[src/design/rccd_pkg.sv]
package rccd_pkg;

   localparam int unsigned RATIO_W  = 16;
   localparam int unsigned TICK_W   = 32;
   localparam int unsigned RESULT_W = 48;
   localparam int unsigned TOTAL_W  = 64;
   localparam int unsigned PROD_W   = TICK_W + RATIO_W;
   localparam int unsigned DIVD_W   = PROD_W + 1;
   localparam int unsigned DIV_STEPS = DIVD_W;
   localparam int unsigned CNT_W    = $clog2(DIV_STEPS);
   localparam int unsigned CSR_IDX_W = 2;

   // request codes
   localparam logic [1:0] REQ_ADVANCE = 2'd0;
   localparam logic [1:0] REQ_QUERY   = 2'd1;
   localparam logic [1:0] REQ_RESTART = 2'd2;

   // register indexes
   localparam logic [CSR_IDX_W-1:0] CSR_NUMERATOR   = 2'd0;
   localparam logic [CSR_IDX_W-1:0] CSR_DENOMINATOR = 2'd1;
   localparam logic [CSR_IDX_W-1:0] CSR_START_PHASE = 2'd2;

   // register reset values
   localparam logic [RATIO_W-1:0] NUM_RESET   = 16'd1;
   localparam logic [RATIO_W-1:0] DEN_RESET   = 16'd1;
   localparam logic [RATIO_W-1:0] PHASE_RESET = 16'd0;

   typedef struct packed {
      logic [1:0]        req_type;
      logic [TICK_W-1:0] tick_count;
   } req_data_type;

   typedef struct packed {
      logic [RESULT_W-1:0] result_ticks;
      logic [TOTAL_W-1:0]  delivered_total;
      logic [RATIO_W-1:0]  phase_now;
      logic                status;
   } rsp_data_type;

   typedef struct packed {
      logic               ok;
      logic [RATIO_W-1:0] num;
      logic [RATIO_W-1:0] den;
      logic [RATIO_W-1:0] phase;
   } cfg_eff_type;

   typedef struct packed {
      logic capture;
      logic mul;
      logic prep;
      logic step;
      logic finish;
      logic cfg_we;
   } cmd_type;

   typedef struct packed {
      logic need_div;
      logic div_last;
   } sts_type;

   // all-zero registers mean 1:1; other zero ratios or a phase at or past the
   // denominator are invalid
   function automatic cfg_eff_type resolve_cfg(input logic [RATIO_W-1:0] num,
                                                input logic [RATIO_W-1:0] den,
                                                input logic [RATIO_W-1:0] sp);
      cfg_eff_type r;
      if (num == '0 && den == '0 && sp == '0) begin
         r.ok    = 1'b1;
         r.num   = RATIO_W'(1);
         r.den   = RATIO_W'(1);
         r.phase = '0;
      end else if (num != '0 && den != '0 && sp < den) begin
         r.ok    = 1'b1;
         r.num   = num;
         r.den   = den;
         r.phase = sp;
      end else begin
         r.ok    = 1'b0;
         r.num   = '0;
         r.den   = '0;
         r.phase = '0;
      end
      return r;
   endfunction

endpackage

[src/design/rccd_ctrl.sv]
module rccd_ctrl (
   input  logic              clock,
   input  logic              reset,
   input  logic              req_valid,
   output logic              req_stall,
   output logic              rsp_valid,
   input  logic              rsp_stall,
   input  logic              csr_valid,
   output logic              csr_ready,
   input  rccd_pkg::sts_type sts,
   output rccd_pkg::cmd_type cmd
);

   typedef enum logic [4:0] {
      ST_IDLE = 5'b00001,
      ST_MUL  = 5'b00010,
      ST_PREP = 5'b00100,
      ST_DIV  = 5'b01000,
      ST_FIN  = 5'b10000
   } state_type;

   state_type state_ff, state_in;
   logic      rsp_valid_ff, rsp_valid_in;
   logic      idle;
   logic      out_free;

   assign idle      = (state_ff == ST_IDLE);
   assign req_stall = !idle;
   assign csr_ready = idle;
   assign rsp_valid = rsp_valid_ff;
   assign out_free  = !rsp_valid_ff || !rsp_stall;

   always_comb begin
      cmd.capture = idle && req_valid;
      cmd.mul     = (state_ff == ST_MUL);
      cmd.prep    = (state_ff == ST_PREP);
      cmd.step    = (state_ff == ST_DIV);
      cmd.finish  = (state_ff == ST_FIN) && out_free;
      cmd.cfg_we  = idle && csr_valid;
   end

   always_comb begin
      state_in = state_ff;
      unique case (state_ff)
         ST_IDLE: begin
            if (req_valid) state_in = ST_MUL;
         end
         ST_MUL:  state_in = ST_PREP;
         ST_PREP: state_in = sts.need_div ? ST_DIV : ST_FIN;
         ST_DIV: begin
            if (sts.div_last) state_in = ST_FIN;
         end
         ST_FIN: begin
            if (out_free) state_in = ST_IDLE;
         end
         default: state_in = ST_IDLE;
      endcase
   end

   always_comb begin
      priority if (cmd.finish) begin
         rsp_valid_in = 1'b1;
      end else if (rsp_valid_ff && !rsp_stall) begin
         rsp_valid_in = 1'b0;
      end else begin
         rsp_valid_in = rsp_valid_ff;
      end
   end

   always_ff @(posedge clock) begin
      if (reset) begin
         state_ff     <= ST_IDLE;
         rsp_valid_ff <= 1'b0;
      end else begin
         state_ff     <= state_in;
         rsp_valid_ff <= rsp_valid_in;
      end
   end

endmodule

[src/design/rccd_dp.sv]
module rccd_dp (
   input  logic                                   clock,
   input  logic                                   reset,
   input  rccd_pkg::cmd_type                      cmd,
   output rccd_pkg::sts_type                      sts,
   input  rccd_pkg::req_data_type                 req_data,
   output rccd_pkg::rsp_data_type                 rsp_data,
   input  logic [rccd_pkg::CSR_IDX_W-1:0]         csr_index,
   input  logic [rccd_pkg::RATIO_W-1:0]           csr_wdata
);

   localparam int unsigned RW = rccd_pkg::RATIO_W;
   localparam int unsigned TW = rccd_pkg::TICK_W;
   localparam int unsigned PW = rccd_pkg::PROD_W;
   localparam int unsigned DW = rccd_pkg::DIVD_W;
   localparam int unsigned OW = rccd_pkg::RESULT_W;
   localparam int unsigned SW = rccd_pkg::TOTAL_W;
   localparam int unsigned CW = rccd_pkg::CNT_W;

   // configuration
   logic [RW-1:0] num_ff, num_in;
   logic [RW-1:0] den_ff, den_in;
   logic [RW-1:0] sp_ff, sp_in;
   logic          cfg_hit;
   rccd_pkg::cfg_eff_type eff, eff_new;

   // converter state
   logic [RW-1:0] phase_ff, phase_in;
   logic [SW-1:0] total_ff, total_in;

   // item in flight
   logic [1:0]    op_ff;
   logic [TW-1:0] tick_ff;
   logic [PW-1:0] prod_ff;
   logic [DW-1:0] quo_ff, quo_in;
   logic [RW-1:0] rem_ff, rem_in;
   logic [RW-1:0] dsr_ff;
   logic [CW-1:0] cnt_ff;
   logic          div_adv_ff, div_qry_ff, one_ff, status_ff, restart_ff;
   rccd_pkg::rsp_data_type rsp_ff;

   logic          is_adv, is_qry, is_rst;
   logic          above, adv_div, qry_div, err;
   logic [RW-1:0] mul_op;
   logic [DW-1:0] dividend;
   logic [RW:0]   rem_sh;
   logic          q_bit;
   logic [OW-1:0] quo_res, result;
   logic [RW-1:0] phase_next;
   logic [SW-1:0] total_next;

   always_comb begin
      num_in = num_ff;
      den_in = den_ff;
      sp_in  = sp_ff;
      cfg_hit = 1'b0;
      if (cmd.cfg_we) begin
         unique case (csr_index)
            rccd_pkg::CSR_NUMERATOR: begin
               num_in  = csr_wdata;
               cfg_hit = 1'b1;
            end
            rccd_pkg::CSR_DENOMINATOR: begin
               den_in  = csr_wdata;
               cfg_hit = 1'b1;
            end
            rccd_pkg::CSR_START_PHASE: begin
               sp_in   = csr_wdata;
               cfg_hit = 1'b1;
            end
            default: ;
         endcase
      end
   end

   assign eff     = rccd_pkg::resolve_cfg(num_ff, den_ff, sp_ff);
   assign eff_new = rccd_pkg::resolve_cfg(num_in, den_in, sp_in);

   // request classification, used in the multiply and prep cycles
   assign is_adv  = (op_ff == rccd_pkg::REQ_ADVANCE);
   assign is_qry  = (op_ff == rccd_pkg::REQ_QUERY);
   assign is_rst  = (op_ff == rccd_pkg::REQ_RESTART);
   assign above   = prod_ff > PW'(phase_ff);
   assign adv_div = is_adv && eff.ok;
   assign qry_div = is_qry && eff.ok && (tick_ff != '0) && above;
   assign err     = (is_adv && !eff.ok) ||
                    (is_qry && (!eff.ok || tick_ff == '0)) ||
                    (is_rst && !eff.ok);
   assign mul_op  = is_qry ? eff.den : eff.num;

   // advance: floor((t*num + phase) / den), remainder is the new phase
   // query: ceil((t*den - phase) / num) as floor((t*den - phase - 1) / num) + 1
   always_comb begin
      if (is_adv) begin
         dividend = {1'b0, prod_ff} + DW'(phase_ff);
      end else begin
         dividend = {1'b0, prod_ff - PW'(phase_ff) - PW'(1)};
      end
   end

   assign sts.need_div = adv_div || qry_div;
   assign sts.div_last = (cnt_ff == CW'(rccd_pkg::DIV_STEPS - 1));

   // restoring divider, one quotient bit per cycle
   assign rem_sh = {rem_ff, quo_ff[DW-1]};
   assign q_bit  = rem_sh >= {1'b0, dsr_ff};

   always_comb begin
      quo_in = quo_ff;
      rem_in = rem_ff;
      if (cmd.prep) begin
         quo_in = dividend;
         rem_in = '0;
      end else if (cmd.step) begin
         quo_in = {quo_ff[DW-2:0], q_bit};
         rem_in = q_bit ? RW'(rem_sh - {1'b0, dsr_ff}) : rem_sh[RW-1:0];
      end
   end

   // the quotient never exceeds the result width
   assign quo_res = quo_ff[OW-1:0];

   always_comb begin
      if (div_adv_ff) begin
         result = quo_res;
      end else if (div_qry_ff) begin
         result = quo_res + OW'(1);
      end else if (one_ff) begin
         result = OW'(1);
      end else begin
         result = '0;
      end
   end

   always_comb begin
      if (restart_ff) begin
         phase_next = eff.phase;
         total_next = '0;
      end else if (div_adv_ff) begin
         phase_next = rem_ff;
         total_next = total_ff + SW'(quo_res);
      end else begin
         phase_next = phase_ff;
         total_next = total_ff;
      end
   end

   always_comb begin
      phase_in = phase_ff;
      total_in = total_ff;
      priority if (cfg_hit) begin
         phase_in = eff_new.phase;
         total_in = '0;
      end else if (cmd.finish) begin
         phase_in = phase_next;
         total_in = total_next;
      end
   end

   always_ff @(posedge clock) begin
      if (reset) begin
         num_ff   <= rccd_pkg::NUM_RESET;
         den_ff   <= rccd_pkg::DEN_RESET;
         sp_ff    <= rccd_pkg::PHASE_RESET;
         phase_ff <= '0;
         total_ff <= '0;
      end else begin
         num_ff   <= num_in;
         den_ff   <= den_in;
         sp_ff    <= sp_in;
         phase_ff <= phase_in;
         total_ff <= total_in;
      end
   end

   always_ff @(posedge clock) begin
      if (cmd.capture) begin
         op_ff   <= req_data.req_type;
         tick_ff <= req_data.tick_count;
      end
      if (cmd.mul) begin
         prod_ff <= PW'(tick_ff) * PW'(mul_op);
      end
      if (cmd.prep) begin
         dsr_ff     <= is_adv ? eff.den : eff.num;
         div_adv_ff <= adv_div;
         div_qry_ff <= qry_div;
         one_ff     <= is_qry && eff.ok && (tick_ff != '0) && !above;
         status_ff  <= err;
         restart_ff <= is_rst;
         cnt_ff     <= '0;
      end else if (cmd.step) begin
         cnt_ff <= cnt_ff + CW'(1);
      end
      quo_ff <= quo_in;
      rem_ff <= rem_in;
      if (cmd.finish) begin
         rsp_ff.result_ticks    <= result;
         rsp_ff.delivered_total <= total_next;
         rsp_ff.phase_now       <= phase_next;
         rsp_ff.status          <= status_ff;
      end
   end

   assign rsp_data = rsp_ff;

endmodule

[src/design/rational_clock_domain_converter_core.sv]
// Rational clock ratio converter.
// req_* channel (valid/stall): one item per request; req_type selects
// advance, query or restart, tick_count carries elapsed or target ticks.
// rsp_* channel (valid/stall): exactly one result item per request, in order.
// csr_* channel (valid/ready): writes numerator, denominator or start phase
// by index; a write to one of these restarts the converter (phase reloaded, total cleared).
// csr_ready is high only while no request is in work.
// Advance and valid non-trivial query pass from accept to rsp_valid through
// multiply, setup, the 49-step restoring divider and finish; other requests
// skip the divider. One item is in work at a time, so a new request waits
// until the last one is finished. The 49-bit divider loop sets the rate.
// The finished result sits in an output register, so a new item is accepted
// while that result waits; the next result then waits in its finish state
// until rsp_stall drops.
// Reset: ratio 1:1, start phase 0, total 0, no result pending.
module rational_clock_domain_converter_core (
   input  logic                                clock,
   input  logic                                reset,
   input  logic                                req_valid,
   output logic                                req_stall,
   input  rccd_pkg::req_data_type              req_data,
   output logic                                rsp_valid,
   input  logic                                rsp_stall,
   output rccd_pkg::rsp_data_type              rsp_data,
   input  logic                                csr_valid,
   output logic                                csr_ready,
   input  logic [rccd_pkg::CSR_IDX_W-1:0]      csr_index,
   input  logic [rccd_pkg::RATIO_W-1:0]        csr_wdata
);

   rccd_pkg::cmd_type cmd;
   rccd_pkg::sts_type sts;

   rccd_ctrl u_ctrl (
      .clock     (clock),
      .reset     (reset),
      .req_valid (req_valid),
      .req_stall (req_stall),
      .rsp_valid (rsp_valid),
      .rsp_stall (rsp_stall),
      .csr_valid (csr_valid),
      .csr_ready (csr_ready),
      .sts       (sts),
      .cmd       (cmd)
   );

   rccd_dp u_dp (
      .clock     (clock),
      .reset     (reset),
      .cmd       (cmd),
      .sts       (sts),
      .req_data  (req_data),
      .rsp_data  (rsp_data),
      .csr_index (csr_index),
      .csr_wdata (csr_wdata)
   );

endmodule

[config.mk]
export PLATFORM = sky130hd
export DESIGN_NAME = rational_clock_domain_converter_core
export DESIGN_NICKNAME = d
export VERILOG_FILES = /design/src/design/rccd_pkg.sv /design/src/design/rccd_ctrl.sv /design/src/design/rccd_dp.sv /design/src/design/rational_clock_domain_converter_core.sv
export SDC_FILE = /design/constraint.sdc
export NUM_CORES = 2
export LEC_CHECK = 0
export ABC_AREA = 1
export CORE_ASPECT_RATIO = 0.5
export CORE_MARGIN = 2
export CORE_UTILIZATION = 40
export CTS_BUF_LIST = sky130_fd_sc_hd__clkbuf_4 sky130_fd_sc_hd__clkbuf_8
export DETAILED_ROUTE_END_ITERATION = 16
export DONT_BUFFER_PORTS = 1
export GPL_TIMING_DRIVEN = 0
export HOLD_SLACK_MARGIN = 0.03
export PLACE_DENSITY = 0.63
export SYNTH_ARGS = -nofsm -noshare
export SYNTH_HDL_FRONTEND = slang
export SYNTH_SLANG_ARGS = --single-unit
[constraint.sdc]
create_clock -name clock -period 8.7 [get_ports clock]
set_clock_uncertainty 0.1 [all_clocks]
set_input_delay 0 -clock clock [delete_from_list [all_inputs] [get_ports clock]]
set_output_delay 0 -clock clock [all_outputs]
set_load 0.02 [all_outputs]
# Yosys cells after proc, flatten, opt, wreduce, memory -nomap -nowiden

Cells that the tools add are included.

Register bits: 437
Bits of input ports: 57
Output and inout port bits: 132
Logic and storage cells: 132

$add $sub $neg: 7
$mul: 1
Order comparisons: 4
Equal/unequal tests: 13
Mux-type cells: 34
Reductions and logical operators: 50

Operator list:

| cell                                               | number |
|---|---|
| two-way mux 49 bit                                 | 5 |
| two-way mux 16 bit                                 | 15 |
| two-way mux 64 bit                                 | 2 |
| zero test 16 bit                                   | 6 |
| two-way mux 48 bit                                 | 2 |
| adder 64 x 48 -> 64 bit                            | 1 |
| nonzero test 16 bit                                | 4 |
| adder 48 x 16 -> 49 bit                            | 1 |
| adder 48 x 1 -> 48 bit, second input constant      | 1 |
| greater-than comparator 48 x 16 -> 1 bit           | 1 |
| multiplier 32 x 16 -> 48 bit                       | 1 |
| subtractor 48 x 1 -> 48 bit, second input constant | 1 |
| subtractor 48 x 16 -> 48 bit                       | 1 |
| zero test 32 bit                                   | 1 |
| less-than comparator 16 bit                        | 2 |
| nonzero test 32 bit                                | 1 |
| one-hot mux 5 bit (5 select lines)                 | 1 |
| logical AND 1 bit                                  | 20 |
| two-way mux 5 bit                                  | 4 |
| greater-or-equal comparator 17 x 16 -> 1 bit       | 1 |
| subtractor 16 bit                                  | 1 |
| adder 6 x 1 -> 6 bit, second input constant        | 1 |
| equality test 6 bit, second input constant         | 1 |
| nonzero test 2 bit                                 | 3 |
| other kinds (16)                                   | 32 |

# Logic depth before layout (Yosys ltp)

Depth in word-level cells: 11
Mapped depth: 41
Mapped depth without buffers: 38

# Cells and area by module

From an unflattened synthesis, not the netlist that was laid out.

Cells, all modules: 6472
Area total of the unflattened synthesis: 46883.7 µm²

Modules (own cells, without submodules):

| module    | times used | cells each | area an instance (µm²) |
|---|---|---|---|
| rccd_dp   | 1          | 6418       | 46503.4 |
| rccd_ctrl | 1          | 54         | 380.4 |

# Worst setup path before layout

No wires, ideal clock.

Path type: flip-flop to flip-flop
From: register u_dp.den_ff[14]
To: register u_dp.prod_ff[37], data pin
Library setup time: 0.260 ns
Data arrival time: 6.797 ns
Required time: 8.340 ns
Setup slack: 1.543 ns
Stages on the path, launching flop included: 38
Path buffers: 3
Clock period less this slack: 7.157 ns
Path through: dfxtp_1 -> inv_1 -> ha_1 -> nand4_1 -> nor3_1 -> o21ai_0 -> nand3b_1 -> inv_2 -> buf_4 -> buf_4 -> nand2_1 -> nand2_1 -> nand2_2 -> buf_2 -> nor2_1 -> fa_1 -> inv_1 -> fa_1 -> [... 2 more ...] -> ha_1 -> fa_1 -> inv_1 -> fa_1 -> inv_1 -> ha_1 -> nand2_1 -> nand2_1 -> o21bai_1 -> a21oi_1 -> inv_1 -> a21oi_1 -> inv_1 -> a21oi_1 -> inv_1 -> nand3_1 -> nand2_1 -> xor2_1

Cells in the longest elaborated chain, start to end: 7

RTL lines:

| element                                                             | RTL line       | source |
|---|---|---|
| from (decl)                                                         | rccd_dp.sv:22  | `logic [RW-1:0] den_ff, den_in;` |
| from (signal assigned)                                              | rccd_dp.sv:163 | `den_ff <= rccd_pkg::DEN_RESET;` |
| from (signal assigned)                                              | rccd_dp.sv:169 | `den_ff <= den_in;` |
| branches (longest 4 deep; another with less-than comparator 16 bit) | --             |  |
| two-way mux 49 bit *                                                | rccd_pkg.sv:67 | `if (num == '0 && den == '0 && sp == '0) begin` |
| two-way mux 16 bit *                                                | rccd_dp.sv:89  | `assign mul_op = is_qry ? eff.den : eff.num;` |
| multiplier 32 x 16 -> 48 bit *                                      | rccd_dp.sv:182 | `prod_ff <= PW'(tick_ff) * PW'(mul_op);` |
| to (signal assigned)                                                | rccd_dp.sv:182 |  |
| to (decl)                                                           | rccd_dp.sv:34  | `logic [PW-1:0] prod_ff;` |

Every way passes the cells marked *.
A chain may end at the register's enable or synchronous reset.

# Worst setup path after layout

From: register u_dp.sp_ff[15]
To: register u_dp.prod_ff[30], data pin

Cells in the longest elaborated chain, start to end: 6

RTL lines:

| element                        | RTL line       | source |
|---|---|---|
| from (decl)                    | rccd_dp.sv:23  | `logic [RW-1:0] sp_ff, sp_in;` |
| from (signal assigned)         | rccd_dp.sv:164 | `sp_ff <= rccd_pkg::PHASE_RESET;` |
| from (signal assigned)         | rccd_dp.sv:170 | `sp_ff <= sp_in;` |
| less-than comparator 16 bit    | rccd_pkg.sv:72 | `end else if (num != '0 && den != '0 && sp < den) begin` |
| logical AND 1 bit              | rccd_pkg.sv:72 |  |
| two-way mux 49 bit             | rccd_pkg.sv:72 |  |
| two-way mux 49 bit *           | rccd_pkg.sv:67 |  |
| two-way mux 16 bit *           | rccd_dp.sv:89  |  |
| multiplier 32 x 16 -> 48 bit * | rccd_dp.sv:182 |  |

Every way passes the cells marked *; elsewhere a longest branch is shown, timed or not.

==> results.cfg <==
[clocking]
ctsRootBufferMaster = clkbuf_8
cts_tree = yes
htree_num_levels = 3
clk_latency_ns = 0.81
clk_path_buf_depth = 3
cts_buffers = 72
cts.clk_slew.worst_paths_ns = 0.06
cts.sinks = 437

[layout]
final_cell_mix = nand2_1 (1444), inv_1 (1147), nor2_1 (813)
seq_area_sq_mm = 0.01156
fill_cells = 11706
synthToLayoutAreaGrowth_pct = 11.32
final_common_cell = nand2_1
nets = 7279
drive_gt1_frac = 0.05099
final_core_util = 0.4515
multi_input_area_sq_mm = 0.02927

[yosys]
ys_async_sr_fraction = 0
yosysSeqAreaShare = 0.2515
ys_ff_latch = 437
syn_inst = 6342
yosysWarnings = 0
syn_area_per_cell_sq_um = 7.248
synth_fp_nets = 7071
ys.flop_type = edfxtp_1
synth_area_sq_mm = 0.04597
synth_edf_count = 281
ys_types = 62

[die]
core_area_sq_mm = 0.1133
dieWidth_um = 483.4
dieArea_sq_mm = 0.1178
row_count = 87
die_h_um = 243.7
start_util = 0.4056
ios = 189

[route]
met2_length_mm = 75.50
via_per_inst = 5.321
drt_pass1_iterations = 8
highest_layer = met5
drtAntennaViolNets = 0
dr.first_iter.drc_count = 4115
drc_errors = 0
route.met3.wl_mm = 15.38
routedWlPerCell_um = 21.18
wl_mm = 172.1
met1_length_mm = 73.88
vias = 43242

[place]
port_buffers = 0
gp_congestion = 1.061
dp_hpwl_mm = 140.7

[critical_path]
cp.arrival_ns = 8.94
crit_buf_inv = 6
r2r_slack_ns = 0.24
critPathMostFrequentCell = fa_1
r2r_cells = 29
cp_top_family = adder cells
reg2reg_from = u_dp.sp_ff[15]$_SDFF_PP0_
startpoint_type = register
cp_max_fo = 10
path_class = register to register
cp_slowest_cell = fa_1
worstReg2RegEnd = u_dp.prod_ff[30]$_DFFE_PP_
critPathMaxStageDelay_ns = 0.59
critPathCaptureType = register
cp.required_ns = 9.17

[global_routing]
antenna_found_initial = 3
grt_max_degree = 68
grt-ovfl-total = 0
grt_first_pass_wirelength_mm = 257.8
grt_pass1_vias = 41502
grt.total_usage = 0.2880

[sta]
tightest_slew_ns = 1.414
slew_headroom = 0.05387
setup-violations-final = 0
hold_violations = 0
fin_crit_sh = 0.9729
slew_viol_final = 0
fmax_ghz = 0.1181
fin_crit_ns = 8.464

[pwr]
p_per_area_mw_per_mm2 = 384.0
finalPower_mw = 19.65
power_leakage_nw = 23.52
vdd_ir_drop_max_uv = 586.7

[hold_path]
hold_start = csr_wdata[0]
min_to = u_dp.sp_ff[0]$_SDFF_PP0_
min_path_cells = 5
hold_class = input pin to register

[job]
maxCapViolCount = 0

[status]
status = finished clean
routing by layer:
| metal | GRT usage | vias to the layer above |
|---|---|---|
| met1 | 0.3933 | 20478 |
| li1 | - | 20408 |
| met3 | 0.05434 | 327 |
| met2 | 0.4541 | 2027 |
| met4 | 0.1069 | 2 |
| met5 | 0 | - |
worst min-delay path: stages:
cell and delay (ns):
dlygate4sd3_1 0.54, o21ai_0 0.09, nand2_1 0.08, nand2_2 0.10, nor2_1 0.11
metrics by stage:
stage / cell area [sq um] / TNS [ns] / hold slack [ns] / worst slack (ns) / instances
after floorplan: 45970 / 0 / -0.001131 / 1.543 / 6342
after global placement: 47860 / -13.58 / -0.001085 / -0.2761 / 7855
after detailed placement: 48040 / -1.110 / -0.001091 / -0.2796 / 7864
after CTS: 50900 / 0 / 0.03732 / 0.03419 / 8113
after global routing: 51160 / -0.05493 / 0.07960 / -0.03394 / 8126
final: 51170 / 0 / 0.08519 / 0.2358 / 8127
synthesized netlist by cell type (24+ instances only):
master	instances	share of area
buf_2	44	0.0048
nand4_1	55	0.0075
xor2_1	80	0.015
ha_1	250	0.068
a31oi_1	24	0.0033
dfxtp_1	156	0.068
clkbuf_1	128	0.010
xnor2_1	34	0.0065
nor3_1	91	0.0099
inv_1	1152	0.094
fa_1	422	0.18
a21oi_1	357	0.039
nand2_1	1455	0.12
edfxtp_1	281	0.18
nor4_1	45	0.0061
o21ai_0	466	0.051
nor2_1	820	0.067
nand3_1	241	0.026
logic make-up after synthesis:
family          after synthesis  share of synthesized area
flops                       437                     0.2515
compound gates              962                     0.1116
buf+inv                    1378                     0.1153
fa+ha+maj                   672                     0.2518
simple gates               2779                     0.2480
xor+xnor                    114                    0.02172
how the worst max path moves through the flow:
stage | to | depth (start not counted) | start
floorplan | u_dp.prod_ff[37]$_DFFE_PP_ | 37 | u_dp.den_ff[14]$_SDFF_PP0_
global placement | u_dp.prod_ff[47]$_DFFE_PP_ | 34 | u_dp.den_ff[15]$_SDFF_PP0_
detailed placement | u_dp.prod_ff[47]$_DFFE_PP_ | 35 | u_dp.den_ff[14]$_SDFF_PP0_
CTS | u_dp.prod_ff[35]$_DFFE_PP_ | 31 | u_dp.den_ff[15]$_SDFF_PP0_
global route | u_dp.prod_ff[47]$_DFFE_PP_ | 35 | u_dp.den_ff[13]$_SDFF_PP0_
finish | u_dp.prod_ff[30]$_DFFE_PP_ | 29 | u_dp.sp_ff[15]$_SDFF_PP0_
sequential cells by signal (all words and copies together), names as in the netlist, 32 cells and up:
register	count
u_dp.rsp_data	129
u_dp.total_ff	64
u_dp.quo_ff	49
u_dp.prod_ff	48
u_dp.tick_ff	32
report_power, final:
group          total (mW)  internal (mW)  switching (mW)
clock network        2.16           1.17           0.981
logic                14.4           4.73            9.68
registers            3.09           2.85           0.235
layout make-up:
type	count	area share
repair buffers	135	0.02717
clock inverters	35	0.007629
clock buffers	98	0.02489
well taps	1513	0.03700
multi-input cells	4527	0.5721
inverters	1179	0.08679
plain buffers	198	0.01814
flip-flops and latches	437	0.2260
diodes	5	0.0002445
repair_timing:
| item | CTS | global route |
|---|---|---|
| setup buffers | 5 | 9 |
| endpoints found under the setup margin | 11 | 27 |
| hold endpoints to repair | 179 | 0 |
| gates cloned | 0 | 0 |
| resized for setup | 12 | 79 |
| pin swaps | 0 | 6 |
| hold buffers | 112 | 0 |
Note: power is estimated with default switching activity, not from simulation.
